===== src/cfd_pkg.sv =====
// Shared types, constants and the CRC byte update of the channel frame decoder.
package cfd_pkg;

  localparam int MAX_ANALOG_CH_DEF  = 16;
  localparam int MAX_DIGITAL_CH_DEF = 64;

  localparam int HDR_LEN = 7;
  localparam logic [7:0] LEN_MAX  = 8'd255;
  localparam logic [7:0] CRC_POLY = 8'h8C;

  // Register indexes of the configuration port.
  localparam logic [1:0] REG_START_BYTE  = 2'd0;
  localparam logic [1:0] REG_MIN_LENGTH  = 2'd1;
  localparam logic [1:0] REG_MAX_ANALOG  = 2'd2;
  localparam logic [1:0] REG_MAX_DIGITAL = 2'd3;

  localparam logic [7:0] START_BYTE_RST  = 8'd0;
  localparam logic [7:0] MIN_LENGTH_RST  = 8'd8;
  localparam logic [4:0] MAX_ANALOG_RST  = 5'd16;
  localparam logic [6:0] MAX_DIGITAL_RST = 7'd64;

  // Result status codes.
  localparam logic [2:0] ST_OK        = 3'd0;
  localparam logic [2:0] ST_SHORT     = 3'd1;
  localparam logic [2:0] ST_BAD_START = 3'd2;
  localparam logic [2:0] ST_OVERSIZE  = 3'd3;
  localparam logic [2:0] ST_ANALOG    = 3'd4;
  localparam logic [2:0] ST_TRUNC     = 3'd5;
  localparam logic [2:0] ST_CRC       = 3'd6;

  // Result kinds.
  localparam logic [1:0] KIND_HEADER  = 2'd0;
  localparam logic [1:0] KIND_DIGITAL = 2'd1;
  localparam logic [1:0] KIND_ANALOG  = 2'd2;

  // Selects which result the output register loads.
  localparam logic [1:0] SEL_STATUS  = 2'd0;
  localparam logic [1:0] SEL_DIGITAL = 2'd1;
  localparam logic [1:0] SEL_ANALOG  = 2'd2;
  localparam logic [1:0] SEL_HEADER  = 2'd3;

  typedef struct packed {
    logic       accept;   // input byte taken this cycle
    logic       idx_clr;  // restart the emit counter
    logic       idx_inc;  // advance the emit counter
    logic       load;     // load the output register
    logic [1:0] sel;      // which result to load
    logic       clear;    // drop the per-buffer state
  } cfd_cmd_t;

  typedef struct packed {
    logic fail;       // frame check failed
    logic dig_more;   // another digital result remains
    logic ana_more;   // another analog result remains
    logic out_free;   // output register can take a result
  } cfd_stat_t;

  // Reflected CRC-8 update over one byte, least significant bit first.
  function automatic logic [7:0] crc_step(input logic [7:0] crc, input logic [7:0] b);
    logic [7:0] c;
    logic [7:0] d;
    logic       mix;
    c = crc;
    d = b;
    for (int k = 0; k < 8; k++) begin
      mix = c[0] ^ d[0];
      c = c >> 1;
      if (mix) begin
        c = c ^ CRC_POLY;
      end
      d = d >> 1;
    end
    return c;
  endfunction

endpackage


===== src/cfd_ram.sv =====
// Generic single-write, single-read RAM with registered read data.
module cfd_ram #(
  parameter int WIDTH = 8,
  parameter int DEPTH = 8
) (
  input  logic                                   clk,
  input  logic                                   we,
  input  logic [((DEPTH > 1) ? $clog2(DEPTH) : 1)-1:0] waddr,
  input  logic [WIDTH-1:0]                       wdata,
  input  logic [((DEPTH > 1) ? $clog2(DEPTH) : 1)-1:0] raddr,
  output logic [WIDTH-1:0]                       rdata
);

  logic [WIDTH-1:0] mem [DEPTH];

  always_ff @(posedge clk) begin
    if (we) begin
      mem[waddr] <= wdata;
    end
    rdata <= mem[raddr];
  end

endmodule


===== src/cfd_datapath.sv =====
// Datapath: configuration, header, CRC, payload stores, checks and output register.
module cfd_datapath #(
  parameter int MAX_ANALOG_CH  = cfd_pkg::MAX_ANALOG_CH_DEF,
  parameter int MAX_DIGITAL_CH = cfd_pkg::MAX_DIGITAL_CH_DEF
) (
  input  logic              clk,
  input  logic              rst,
  input  logic              cfg_wr_en,
  input  logic [1:0]        cfg_index,
  input  logic [7:0]        cfg_data,
  input  logic [7:0]        in_byte,
  input  cfd_pkg::cfd_cmd_t cmd,
  output cfd_pkg::cfd_stat_t stat,
  output logic              out_valid,
  input  logic              out_ready,
  output logic [71:0]       out_data,
  output logic [1:0]        out_kind,
  output logic              out_last
);

  localparam int DIG_BYTES = (MAX_DIGITAL_CH + 7) / 8;
  localparam int DAW = (DIG_BYTES > 1) ? $clog2(DIG_BYTES) : 1;
  localparam int AAW = (MAX_ANALOG_CH > 1) ? $clog2(MAX_ANALOG_CH) : 1;
  localparam logic [8:0] DIG_BYTES_W = 9'(DIG_BYTES);
  localparam logic [7:0] ANA_CH_W    = 8'(MAX_ANALOG_CH);
  localparam logic [7:0] DIG_CH_W    = 8'(MAX_DIGITAL_CH);

  logic [7:0] start_byte, min_length;
  logic [4:0] max_analog;
  logic [6:0] max_digital;

  logic [7:0] byte_counter, crc_acc, received_crc, low_byte_hold;
  logic [7:0] hdr [cfd_pkg::HDR_LEN];
  logic [cfd_pkg::HDR_LEN-1:0] hdr_vld;
  logic [7:0] idx;

  logic [7:0] h0, h1, h2, h3, h4, na, nd;
  logic [9:0] expected;
  logic [7:0] acap, dlim;
  logic [2:0] st;
  logic [10:0] bitpos, bits;
  logic [7:0] dmask;
  logic [7:0] dcount;

  logic [7:0] off;
  logic [7:0] ana_slot;
  logic [7:0] dig_slot;
  logic       dig_we, ana_we;
  logic [7:0] dig_rdata;
  logic [15:0] ana_rdata;

  assign h0 = hdr_vld[0] ? hdr[0] : 8'd0;
  assign h1 = hdr_vld[1] ? hdr[1] : 8'd0;
  assign h2 = hdr_vld[2] ? hdr[2] : 8'd0;
  assign h3 = hdr_vld[3] ? hdr[3] : 8'd0;
  assign h4 = hdr_vld[4] ? hdr[4] : 8'd0;
  assign na = hdr_vld[5] ? hdr[5] : 8'd0;
  assign nd = hdr_vld[6] ? hdr[6] : 8'd0;

  assign expected = 10'd8 + {2'd0, nd} + {1'b0, na, 1'b0};
  assign acap = ({3'd0, max_analog} < ANA_CH_W) ? {3'd0, max_analog} : ANA_CH_W;
  assign dlim = ({1'b0, max_digital} < DIG_CH_W) ? {1'b0, max_digital} : DIG_CH_W;

  // Frame checks in priority order.
  always_comb begin
    if (byte_counter < min_length) begin
      st = cfd_pkg::ST_SHORT;
    end else if (h0 != start_byte) begin
      st = cfd_pkg::ST_BAD_START;
    end else if (expected > 10'd255) begin
      st = cfd_pkg::ST_OVERSIZE;
    end else if (na > acap) begin
      st = cfd_pkg::ST_ANALOG;
    end else if ({2'd0, byte_counter} < expected) begin
      st = cfd_pkg::ST_TRUNC;
    end else if (crc_acc != received_crc) begin
      st = cfd_pkg::ST_CRC;
    end else begin
      st = cfd_pkg::ST_OK;
    end
  end

  assign bitpos = {idx, 3'd0};
  assign bits   = {3'd0, dlim} - bitpos;
  assign dmask  = (bits < 11'd8) ? ~(8'hFF << bits[2:0]) : 8'hFF;
  assign dcount = ({nd[4:0], 3'd0} > dlim) ? dlim : {nd[4:0], 3'd0};

  assign stat.fail     = (st != cfd_pkg::ST_OK);
  assign stat.dig_more = (idx < nd) && (bitpos < {3'd0, dlim});
  assign stat.ana_more = (idx < na);
  assign stat.out_free = !out_valid || out_ready;

  // Placement of a payload byte within the frame.
  assign off      = byte_counter - 8'd7 - nd;
  assign dig_slot = byte_counter - 8'd7;
  assign ana_slot = {1'b0, off[7:1]};

  always_comb begin
    dig_we = 1'b0;
    ana_we = 1'b0;
    if (cmd.accept && byte_counter < cfd_pkg::LEN_MAX && byte_counter >= 8'd7
        && ({1'b0, byte_counter} + 9'd1) < expected[8:0] && expected[9] == 1'b0) begin
      if ({1'b0, byte_counter} < 9'd7 + {1'b0, nd}) begin
        dig_we = ({1'b0, dig_slot} < DIG_BYTES_W);
      end else begin
        ana_we = off[0] && (ana_slot < ANA_CH_W);
      end
    end
  end

  cfd_ram #(.WIDTH(8), .DEPTH(DIG_BYTES)) u_dig_ram (
    .clk   (clk),
    .we    (dig_we),
    .waddr (dig_slot[DAW-1:0]),
    .wdata (in_byte),
    .raddr (idx[DAW-1:0]),
    .rdata (dig_rdata)
  );

  cfd_ram #(.WIDTH(16), .DEPTH(MAX_ANALOG_CH)) u_ana_ram (
    .clk   (clk),
    .we    (ana_we),
    .waddr (ana_slot[AAW-1:0]),
    .wdata ({in_byte, low_byte_hold}),
    .raddr (idx[AAW-1:0]),
    .rdata (ana_rdata)
  );

  always_ff @(posedge clk) begin
    if (rst) begin
      start_byte  <= cfd_pkg::START_BYTE_RST;
      min_length  <= cfd_pkg::MIN_LENGTH_RST;
      max_analog  <= cfd_pkg::MAX_ANALOG_RST;
      max_digital <= cfd_pkg::MAX_DIGITAL_RST;
    end else if (cfg_wr_en) begin
      case (cfg_index)
        cfd_pkg::REG_START_BYTE:  start_byte  <= cfg_data;
        cfd_pkg::REG_MIN_LENGTH:  min_length  <= cfg_data;
        cfd_pkg::REG_MAX_ANALOG:  max_analog  <= cfg_data[4:0];
        cfd_pkg::REG_MAX_DIGITAL: max_digital <= cfg_data[6:0];
        default: ;
      endcase
    end
  end

  // Per-buffer receive state.
  always_ff @(posedge clk) begin
    if (rst || cmd.clear) begin
      byte_counter  <= 8'd0;
      crc_acc       <= 8'd0;
      received_crc  <= 8'd0;
      low_byte_hold <= 8'd0;
      hdr_vld       <= '0;
    end else if (cmd.accept && byte_counter < cfd_pkg::LEN_MAX) begin
      byte_counter <= byte_counter + 8'd1;
      if (byte_counter < 8'd7) begin
        hdr[byte_counter[2:0]]     <= in_byte;
        hdr_vld[byte_counter[2:0]] <= 1'b1;
        crc_acc <= cfd_pkg::crc_step(crc_acc, in_byte);
      end else if ({2'd0, byte_counter} + 10'd1 < expected) begin
        crc_acc <= cfd_pkg::crc_step(crc_acc, in_byte);
        if (!({1'b0, byte_counter} < 9'd7 + {1'b0, nd}) && !off[0]) begin
          low_byte_hold <= in_byte;
        end
      end else if ({2'd0, byte_counter} + 10'd1 == expected) begin
        received_crc <= in_byte;
      end
    end
  end

  always_ff @(posedge clk) begin
    if (rst || cmd.idx_clr) begin
      idx <= 8'd0;
    end else if (cmd.idx_inc) begin
      idx <= idx + 8'd1;
    end
  end

  // Output register; tdata fields from bit 0: status, index, value, env_id,
  // sequence_res, run_level, flag_bits, analog_count, digital_count.
  always_ff @(posedge clk) begin
    if (rst) begin
      out_valid <= 1'b0;
    end else if (cmd.load) begin
      out_valid <= 1'b1;
    end else if (out_ready) begin
      out_valid <= 1'b0;
    end
  end

  always_ff @(posedge clk) begin
    if (cmd.load) begin
      out_data <= '0;
      out_last <= 1'b0;
      case (cmd.sel)
        cfd_pkg::SEL_STATUS: begin
          out_kind      <= cfd_pkg::KIND_HEADER;
          out_data[2:0] <= st;
          out_last      <= 1'b1;
        end
        cfd_pkg::SEL_DIGITAL: begin
          out_kind       <= cfd_pkg::KIND_DIGITAL;
          out_data[6:3]  <= idx[3:0];
          out_data[22:7] <= {8'd0, dig_rdata & dmask};
        end
        cfd_pkg::SEL_ANALOG: begin
          out_kind       <= cfd_pkg::KIND_ANALOG;
          out_data[6:3]  <= idx[3:0];
          out_data[22:7] <= ana_rdata;
        end
        default: begin
          out_kind        <= cfd_pkg::KIND_HEADER;
          out_data[30:23] <= h1;
          out_data[38:31] <= h2;
          out_data[46:39] <= h3;
          out_data[54:47] <= h4;
          out_data[59:55] <= na[4:0];
          out_data[66:60] <= dcount[6:0];
          out_last        <= 1'b1;
        end
      endcase
    end
  end

endmodule


===== src/cfd_controller.sv =====
// Controller: sequences byte reception, the frame check and the result burst.
module cfd_controller (
  input  logic               clk,
  input  logic               rst,
  input  logic               in_valid,
  input  logic               in_last,
  output logic               in_ready,
  input  cfd_pkg::cfd_stat_t stat,
  output cfd_pkg::cfd_cmd_t  cmd
);

  localparam logic [2:0] S_RX    = 3'd0;
  localparam logic [2:0] S_CHECK = 3'd1;
  localparam logic [2:0] S_DRD   = 3'd2;
  localparam logic [2:0] S_DEMIT = 3'd3;
  localparam logic [2:0] S_ARD   = 3'd4;
  localparam logic [2:0] S_AEMIT = 3'd5;
  localparam logic [2:0] S_HDR   = 3'd6;

  logic [2:0] state, state_next;

  assign in_ready = (state == S_RX);

  always_comb begin
    state_next = state;
    cmd        = '0;
    cmd.sel    = cfd_pkg::SEL_STATUS;
    case (state)
      S_RX: begin
        cmd.accept = in_valid;
        if (in_valid && in_last) begin
          state_next = S_CHECK;
        end
      end
      S_CHECK: begin
        if (stat.fail) begin
          if (stat.out_free) begin
            cmd.load   = 1'b1;
            cmd.clear  = 1'b1;
            state_next = S_RX;
          end
        end else begin
          cmd.idx_clr = 1'b1;
          state_next  = S_DRD;
        end
      end
      S_DRD: begin
        if (stat.dig_more) begin
          state_next = S_DEMIT;
        end else begin
          cmd.idx_clr = 1'b1;
          state_next  = S_ARD;
        end
      end
      S_DEMIT: begin
        cmd.sel = cfd_pkg::SEL_DIGITAL;
        if (stat.out_free) begin
          cmd.load    = 1'b1;
          cmd.idx_inc = 1'b1;
          state_next  = S_DRD;
        end
      end
      S_ARD: begin
        state_next = stat.ana_more ? S_AEMIT : S_HDR;
      end
      S_AEMIT: begin
        cmd.sel = cfd_pkg::SEL_ANALOG;
        if (stat.out_free) begin
          cmd.load    = 1'b1;
          cmd.idx_inc = 1'b1;
          state_next  = S_ARD;
        end
      end
      S_HDR: begin
        cmd.sel = cfd_pkg::SEL_HEADER;
        if (stat.out_free) begin
          cmd.load   = 1'b1;
          cmd.clear  = 1'b1;
          state_next = S_RX;
        end
      end
      default: state_next = S_RX;
    endcase
  end

  always_ff @(posedge clk) begin
    if (rst) begin
      state <= S_RX;
    end else begin
      state <= state_next;
    end
  end

endmodule


===== src/channel_frame_decoder_top.sv =====
// Top level of the channel frame decoder.
//
// The slave stream carries one received buffer byte per transaction in
// s_axis_tdata, with s_axis_tlast high on the final byte of the buffer.
// Each accepted byte updates the byte count, the running reflected CRC-8
// (polynomial 0x8C) and the header or payload stores. After the final byte
// the frame is checked. A failed frame yields one status transaction; a
// good one yields the digital bytes, the analog words and then a header
// transaction; each payload word is read from a RAM with a registered read port.
// m_axis_tlast marks the last result of a buffer, m_axis_tuser its kind.
// While results are emitted s_axis_tready is low; it rises again once the
// last result sits in the output register, so the next buffer can start
// while that result still waits for the receiver. A stalled receiver
// holds the result burst in place; nothing is dropped.
// Config writes take effect at the next edge; the user makes them only while idle,
// not enforced by the block. Reset (rst, synchronous) restores register defaults and
// clears the buffer state and the output stream; the payload RAMs need no clearing.
module channel_frame_decoder_top #(
  parameter int MAX_ANALOG_CH  = cfd_pkg::MAX_ANALOG_CH_DEF,
  parameter int MAX_DIGITAL_CH = cfd_pkg::MAX_DIGITAL_CH_DEF
) (
  input  logic        clk,
  input  logic        rst,
  input  logic        cfg_wr_en,
  input  logic [1:0]  cfg_index,
  input  logic [7:0]  cfg_data,
  input  logic        s_axis_tvalid,
  output logic        s_axis_tready,
  input  logic [7:0]  s_axis_tdata,   // rx_byte
  input  logic        s_axis_tlast,   // end_of_buffer
  output logic        m_axis_tvalid,
  input  logic        m_axis_tready,
  // status, index, value, env_id, sequence_res, run_level, flag_bits,
  // analog_count, digital_count, zero fill
  output logic [71:0] m_axis_tdata,
  output logic [1:0]  m_axis_tuser,   // kind
  output logic        m_axis_tlast    // last_result
);

  cfd_pkg::cfd_cmd_t  cmd;
  cfd_pkg::cfd_stat_t stat;

  cfd_controller u_ctrl (
    .clk      (clk),
    .rst      (rst),
    .in_valid (s_axis_tvalid),
    .in_last  (s_axis_tlast),
    .in_ready (s_axis_tready),
    .stat     (stat),
    .cmd      (cmd)
  );

  cfd_datapath #(
    .MAX_ANALOG_CH  (MAX_ANALOG_CH),
    .MAX_DIGITAL_CH (MAX_DIGITAL_CH)
  ) u_dp (
    .clk       (clk),
    .rst       (rst),
    .cfg_wr_en (cfg_wr_en),
    .cfg_index (cfg_index),
    .cfg_data  (cfg_data),
    .in_byte   (s_axis_tdata),
    .cmd       (cmd),
    .stat      (stat),
    .out_valid (m_axis_tvalid),
    .out_ready (m_axis_tready),
    .out_data  (m_axis_tdata),
    .out_kind  (m_axis_tuser),
    .out_last  (m_axis_tlast)
  );

endmodule

===== config.mk =====
export PLATFORM = sky130hd
export DESIGN_NAME = channel_frame_decoder_top
export DESIGN_NICKNAME = d
export VERILOG_FILES = /design/src/cfd_pkg.sv /design/src/cfd_ram.sv /design/src/cfd_datapath.sv /design/src/cfd_controller.sv /design/src/channel_frame_decoder_top.sv
export SDC_FILE = /design/constraint.sdc
export NUM_CORES = 1
export LEC_CHECK = 0
export BUFFER_PORTS_ARGS = -buffer_cell sky130_fd_sc_hd__buf_2
export CORE_MARGIN = 2
export CORE_UTILIZATION = 35
export CTS_BUF_LIST = sky130_fd_sc_hd__clkbuf_4 sky130_fd_sc_hd__clkbuf_8
export CTS_CLUSTER_SIZE = 25
export DETAILED_ROUTE_END_ITERATION = 8
export GPL_TIMING_DRIVEN = 1
export MAX_ROUTING_LAYER = met4
export SLEW_MARGIN = 20
export SYNTH_ARGS = -nofsm -noshare
export SYNTH_HDL_FRONTEND = slang
export SYNTH_HIERARCHICAL = 1
export SYNTH_SLANG_ARGS = --single-unit

===== constraint.sdc =====
create_clock -name clk -period 19.61 [get_ports clk]
set_input_delay 3.922 -clock clk [delete_from_list [all_inputs] [get_ports clk]]
set_output_delay 3.922 -clock clk [all_outputs]
set_load 0.005 [all_outputs]

==> run summary, run 1 <==
The run gives 19900 ps as the required time reported for the critical path endpoint. Walking the worst path, the cells encountered are buf_2 -> and2_1 -> o21ai_1 -> or4_2 -> a21oi_1 -> and4_1 -> nand2b_1 -> nor3_1. The slowest stage of the critical path is the nor3_1 cell.

Dividing total power by cell area gives a power density of 90.1 nW/um2. For the finished layout, the period the worst path requires is 6540 ps. The number of distinct library cell variants in the gate-level netlist after synthesis was 84; the number of vias in the routed layout was 13.8k.

The run gives 549 as the total clock sinks. The portion of total power attributed to the clock network was 0.417; the worst-case headroom to the max-slew limit was 0.242. The tools report the number of antenna violations at the first check in global routing as 1. The die area was 69700 um2; the relative contribution of combinational cells to total power was 0.057.

In this run the cell area of the synthesized design comes to 23700 um2. The run gives 0.353 as the starting density of the core. Fill cells in the final layout number 6142.

TritonCTS built the clock tree. The deepest level of the CTS H-tree was 3; the worst-margin pin slew was 1130 ps. The tools report the via count of the first global-routing pass as 14.1k.

IR analysis of the VDD net gives a maximum drop of 47.0 uV. In the final timing run, aggregate negative setup slack is 0 ps. For the cell count after synthesis, the log shows 1570. The core area came out at 67000 um2. The run gives 0 as the final routed DRC violation total.

The number of register bits inferred by synthesis is 549, and the delay of the slowest cell on the worst path is 890 ps. Setup violations remaining at the end of the flow were counted as 0. Data on the critical path arrives at its endpoint at 6830 ps. The average wire per cell in the routed design was 21.3 um; the aggregate global routing overflow was 0.

In this run the remaining antenna-violating nets after routing total 0. The net count reported at finish is 1823, and the first-pass GRT wire length is 85200 um. For this design the static power due to leakage is 0.00921 uW.

For the detailed router's first-iteration violation count, the log shows 1219. Routability-driven placement finished with a final weighted congestion of 0.892. The proportion of total power due to net switching was 0.224; the post-cts repair resize count was 0. Yosys mapped a number of flops with a built-in enable equal to 446.

The critical path launch point type is an input pin. Summed over all instances, the cell type with the most area after synthesis is edfxtp_1. The total iterations of the first detailed-routing run is 5, and the final wirelength is 56700 um. Buffers placed on the I/O ports in this run total 95.

The worst setup path is captured at a flop. The share of the yosys chip area belonging to registers was 0.653; the switching power total was 546 uW. The worst min-delay path category was flop to flop. Portion of the clock cycle consumed by the worst path in the final layout: 0.333. For this run, the leading register cell type out of synthesis is edfxtp_1. Detailed placement finished with a half-perimeter wire length of 36800 um. The proportion of layout cells with a drive suffix above 1 is 0.214.

In this run the post-CTS setup repair buffer count came out at 0. After synthesis, the cell types taking the most area are edfxtp_1 (57%), dfxtp_1 (8.7%), mux4_2 (5.2%), ha_1 (3.9%), mux4_1 (2.8%). Across the run, the number of max-cap violations was 0. Count of final max-slew check failures: 0. The share of the synthesized area in the top cell type is 0.566, and the CTS clock-pin slew for the worst setup and hold paths is 70 ps. The total track usage came out at 0.167. Ranked by instance count, the synthesized netlist is headed by edfxtp_1 (446), nor2_1 (114), dfxtp_1 (103). The synthesis-to-layout area growth was 14.2%. The worst setup path is of the input pin to flop kind. The logs give 95 for the number of placement rows and 0 for the number of hold violations in the final report.

Buffers inserted to repair hold after CTS numbered 0. TritonCTS created 89 clock buffers. Dividing the synthesized area by the synthesized cell count gives 15.1 um2. The maximum number of pins on one net before global-route repair was 72. The CTS root buffer is clkbuf_8. Clock latency on the worst-skew pair, taken at its later pin, is 680 ps. The total buffers and inverters traversed by the critical path is 1.

The completed layout was analyzed and its total power is 2440 uW. The maximum achievable frequency was 153 MHz. For this design the top-level I/O count stands at 101. The die outline height is 264 um. Most numerous cell in the Yosys netlist: edfxtp_1.

In this run the horizontal extent of the chip is 264 um. Antenna diode count: 0. The maximum fanout encountered on the critical timing path was 9. The Yosys step of the flow raised 6 warnings. Counting along the longest clock path gives a buffer depth of 3.

The cell type group with the largest total delay on the critical path was simple AND/OR/NAND/NOR gates. The average vias per placed instance is 5.19, and the sequential fraction of design power is 0.526. For the final database, setup skew stands at 31.1 ps. The flow ran to the end, and the final reports show no timing, DRC or antenna violations.

Internal power comes to 1890 uW. Setup repair after global routing left no endpoint under its margin. The async set-or-reset flop fraction in the synthesized netlist was 0.
[tightest hold or removal path: cells and delay by family, from the launching register on]
family	cells	cell delay [ps]
buffers and inverters	1	60
AO/OA/AOI/OAI	1	50
flip-flops	1	340
[flip-flops by register name (all words and copies together), names as in the netlist]
name,count
u_dp/u_ana_ram/mem,256
u_dp/out_data,67
u_dp/u_dig_ram/mem,64
u_dp/hdr,56
u_dp/u_ana_ram/rdata,16
u_dp/byte_counter,8
u_dp/crc_acc,8
u_dp/idx,8
u_dp/low_byte_hold,8
u_dp/min_length,8
u_dp/received_crc,8
u_dp/start_byte,8
u_dp/u_dig_ram/rdata,8
u_dp/hdr_vld,7
u_dp/max_digital,7
u_dp/max_analog,5
u_ctrl/state,3
u_dp/out_kind,2
u_dp/out_last,1
u_dp/out_valid,1
[power by group through the flow]
| stage | combinational, uW | clock [uW] | sequential [uW] |
|---|---|---|---|
| 2_1_floorplan | 99.1 | 0 | 1300 |
| 5_1_grt | 155 | 1090 | 1280 |
| 3_5_place_dp | 139 | 0 | 1310 |
| 6_report | 140 | 1020 | 1280 |
| 4_1_cts | 140 | 1040 | 1280 |
| 3_3_place_gp | 137 | 0 | 1310 |
[through the flow]
step / util / hold slack (ps) / setup WS (ps) / instances / cell area [um2]
detailed placement: 0.376 / 483 / 12360 / 2505 / 25200
global route: 0.403 / 521 / 12970 / 2662 / 27000
CTS: 0.403 / 493 / 13080 / 2662 / 27000
global placement: 0.376 / 473 / 12520 / 2505 / 25200
finish: 0.403 / 494 / 13070 / 2662 / 27000
floorplan: - / 455 / 9410 / 1574 / 23700
[area by class of cell]
cell class,count,area [um2],share of cell area
timing repair buffer,128,723,0.0267
inverter,53,199,0.00736
clock inverter,27,226,0.00837
tap,873,1090,0.0404
sequential,549,15500,0.572
clock buffer,130,1610,0.0597
multi-input combinational,902,7730,0.286
[metal layers]
| metal | GRT usage | wire length, um | part of all wire | up-vias |
|---|---|---|---|---|
| met5 | - | 0 | 0 | - |
| met4 | 0.0749 | 2370 | 0.042 | 0 |
| met3 | 0.0388 | 3620 | 0.064 | 130 |
| met2 | 0.255 | 26200 | 0.46 | 473 |
| met1 | 0.213 | 24600 | 0.43 | 6894 |
| li1 | - | - | - | 6325 |
[logic make-up after synthesis]
logic type	after synthesis	share of synthesized area
buffers and inverters	123	0.0246
other	1	0.000158
adders and majority gates	78	0.0420
and+or+nand+nor	380	0.0821
muxes	127	0.100
DFF	549	0.653
AOI/OAI and AO/OA	227	0.0659
xor gates and xnor gates	85	0.0321
[final timing paths]
check	startpoint	to	slack (ps)	cells after the start
setup / recovery	s_axis_tvalid	u_dp/u_dig_ram/mem[0][2]	13070	8
hold / removal	u_dp/crc_acc[7]	u_dp/crc_acc[7]	490	2
setup reg to reg	u_dp/hdr_vld[6]	u_dp/hdr[0][7]	13630	20
hold reg to reg	u_dp/crc_acc[7]	u_dp/crc_acc[7]	490	2
[cell usage in the layout, fill, tap and decap left out, types with 12 or more instances in the layout]
master and count:
edfxtp_1 446, nor2_1 112, clkbuf_8 102, dfxtp_1 101, buf_2 95, nand2_1 77, ha_1 73, mux4_2 55
xnor2_1 54, inv_1 52, a21oi_1 48, and3_1 41, mux2i_1 39, o21ai_0 38, a22oi_1 37, buf_4 33
xor2_1 29, clkbuf_4 28, mux4_1 25, and2_1 19, nand2b_1 18, a21o_1 18, nor3_1 14, nand3_1 14
o21a_1 14, nor2b_1 13, nand4_1 13, clkinv_2 12
Power figures use the tool's default switching activity.
==> run 2, diff against run 1 <==
==> constraint.sdc (replaced) <==
create_clock -name clk -period 6.8 [get_ports clk]
set_input_delay 1.36 -clock clk [delete_from_list [all_inputs] [get_ports clk]]
set_output_delay 1.36 -clock clk [all_outputs]
set_load 0.005 [all_outputs]
==> run summary, run 2 (synthesized netlist as in run 1, its figures left out) <==
The via count of the first global-routing pass is 13.9k. The worst-margin pin slew is 981 ps, and the die outline height is 264 um. The routed design has 56600 um of wire. The logs give 13.8k for the number of vias in the routed layout and 0.167 for the total track usage. The register with the most flip-flops in the layout has 256 of them.

For the worst supply voltage drop on vdd, the log shows 132 uV. Setup violations remaining at the end of the flow were counted as 0. The tools report the count of final max-slew check failures as 0. The nature of the critical path endpoint is a flop.

For this block, the initial DRC count from the detailed router was 1185. Adding up every negative setup slack in the final design gives 0 ps. STA puts the critical path data required time at 7080 ps.

Worst-case headroom to the max-slew limit: 0.346. In this run the number of H-tree levels came out at 3. For the estimated wirelength of the detail-placed design, the log shows 36500 um. In this run the count of I/O pins placed on the die edge is 101. The worst setup path is launched from a flop. The count of fill cells added during filler insertion came out at 6179. The maximum number of pins on one net before global-route repair is 69. The critical path data arrival time is 5880 ps. Static leakage power: 0.00924 uW. The starting density of the core was 0.353; the die area was 69700 um2.

Leaving out fill and tap cells, the most frequent cell in the layout is edfxtp_1. The count of hold-fix buffers inserted at cts was 0; the max-cap violation count was 0. The largest registers in the layout are u_dp/u_ana_ram/mem x256, u_dp/out_data x67, u_dp/u_dig_ram/mem x64.

Setup repair after global routing left no endpoint under its margin. Cell type group with the largest total delay on the critical path: simple AND/OR/NAND/NOR gates. TritonCTS built the clock tree.

The portion of the clock cycle consumed by the worst path in the final layout is 0.823, and the total iterations of the first detailed-routing run is 7. The tools report the number of antenna violations at the first check in global routing as 2. Buffers added to address setup during post-CTS repair amount to 0. The post-cts repair resize count is 0. For this run, design rule violations remaining after detail routing come to 0. CTS root buffer: clkbuf_8.

The category of the most critical setup path was flop to flop. For the number of buffers created by CTS, the log shows 89. The critical path goes through nand2_1 -> inv_1 -> ha_1 -> ha_1 -> inv_1 -> fa_1 -> xor2_1 -> ha_1 -> or2_2 -> a21oi_1 -> a21oi_1 -> maj3_1 -> a21o_1 -> nand3_1 -> nand3b_1 -> a31oi_1 -> nor2_1 -> nor2_2 -> buf_4 -> nand4_1 -> nor2_1. The core region is 67000 um2. In the final routed layout, each cell accounts on average for 21.2 um. The time the final worst path needs with I/O delays and setup came out at 5600 ps. For the final core area utilization, the log shows 0.404.

Routability-driven placement finished with a final weighted congestion of 0.902. Maximum achievable frequency: 179 MHz. The master of the slowest instance on the critical path was nor2_1. Ranked by flip-flop count, first place goes to u_dp/u_ana_ram/mem. The synthesis-to-layout area growth was 14.4%.

The critical path contains buffers and inverters numbering 3 combined. The count of nets left with antenna violations once routing finished came out at 0. Power spread over the standard cell area amounts to 259 nW/um2. The most numerous cell type found on the critical path is ha_1.

Summed over all layers, the global routing overflow is 0. The average vias per placed instance was 5.17. The first global-routing pass estimated 85200 um of wire. In the layout the commonest cells are edfxtp_1 (446), nor2_1 (113), dfxtp_1 (101). On the final layout, the worst clock skew is 51.3 ps. The path class of the tightest hold or removal check is flop to flop. The proportion of layout cells with a drive suffix above 1 is 0.216. Clock-pin slew was measured on the worst setup and hold paths at 60 ps. In this run the core area contains 95 standard-cell rows.

For the worst-skew pair, the clock arrives at the later sink with an insertion delay of 690 ps. The worst hold slack across all endpoints came out at 496 ps. On the worst path, the slowest cell contributes a delay of 670 ps. The longest clock path from root to sink contains 3 buffers. Of all nets on the critical path, the largest fanout is 24. The clock drives 549 sinks.

The run finished with clean final reports. The horizontal die dimension works out to 264 um. During placement, the flow inserted port buffers numbering 95. The tools report the net count reported at finish as 1828. The number of hold violations in the final report was 0.
## run 2: changes by cell type in the layout (fill, tap and decap cells not counted), moves of 2 or more
cell / delta
inv_12: +2
clkinv_1: +5
clkbuf_8: -5
inv_6: -2
clkinv_2: +5
buf_4: +4
## run 2: stage by stage
step,setup slack [ps],total power [uW],instance area [um2],cells
after floorplan,872,4040,23700,1574
after global placement,1350,4160,25200,2510
after detailed placement,1290,4170,25200,2510
after CTS,1250,7120,27100,2673
after global routing,649,7310,27100,2673
final,1200,7020,27100,2674
## run 2: cell type report
class                   instances  area [um2]  area share
flip-flops and latches        549       15500       0.571
multi-input cells             902        7710       0.285
clock buffers                 125        1550      0.0570
well taps                     873        1090      0.0403
repair buffers                133         773      0.0285
clock inverters                38         309      0.0114
inverters                      53         199     0.00734
diodes                          1        2.50   0.0000924
## run 2: worst paths after layout
check                           from                 end  slack [ps]  cells after the start
setup reg to reg     u_dp/hdr_vld[6]      u_dp/hdr[6][6]        1200                     21
setup / recovery     u_dp/hdr_vld[6]      u_dp/hdr[6][6]        1200                     21
hold / removal    u_dp/max_analog[0]  u_dp/max_analog[0]         500                      2
hold reg to reg   u_dp/max_analog[0]  u_dp/max_analog[0]         500                      2
## run 2: metal layers
metal	vias up	share of wire	global-route usage
met5	-	0	-
met4	0	0.036	0.0714
met3	115	0.057	0.0286
met2	464	0.48	0.268
met1	6881	0.42	0.209
li1	6354	-	-
## run 2: worst register-to-register path: stages (launching register included)
cell      delay, ps
dfxtp_1         610
nand2_1         260
inv_1           180
ha_1            170
ha_1            210
inv_1            70
fa_1            390
xor2_1          180
ha_1            270
or2_2            90
a21oi_1          50
a21oi_1         120
maj3_1          190
a21o_1          140
nand3_1          90
nand3b_1        260
a31oi_1         220
nor2_1           90
nor2_2          340
buf_4           340
nand4_1         290
nor2_1          670
## run 2: where the power goes
part / internal (uW) / switching (uW) / leakage [uW]
combinational: 163 / 238 / 0.00366
sequential: 3650 / 48.7 / 0.00460
clock: 1600 / 1320 / 0.000988
total: 5420 / 1610 / 0.00924
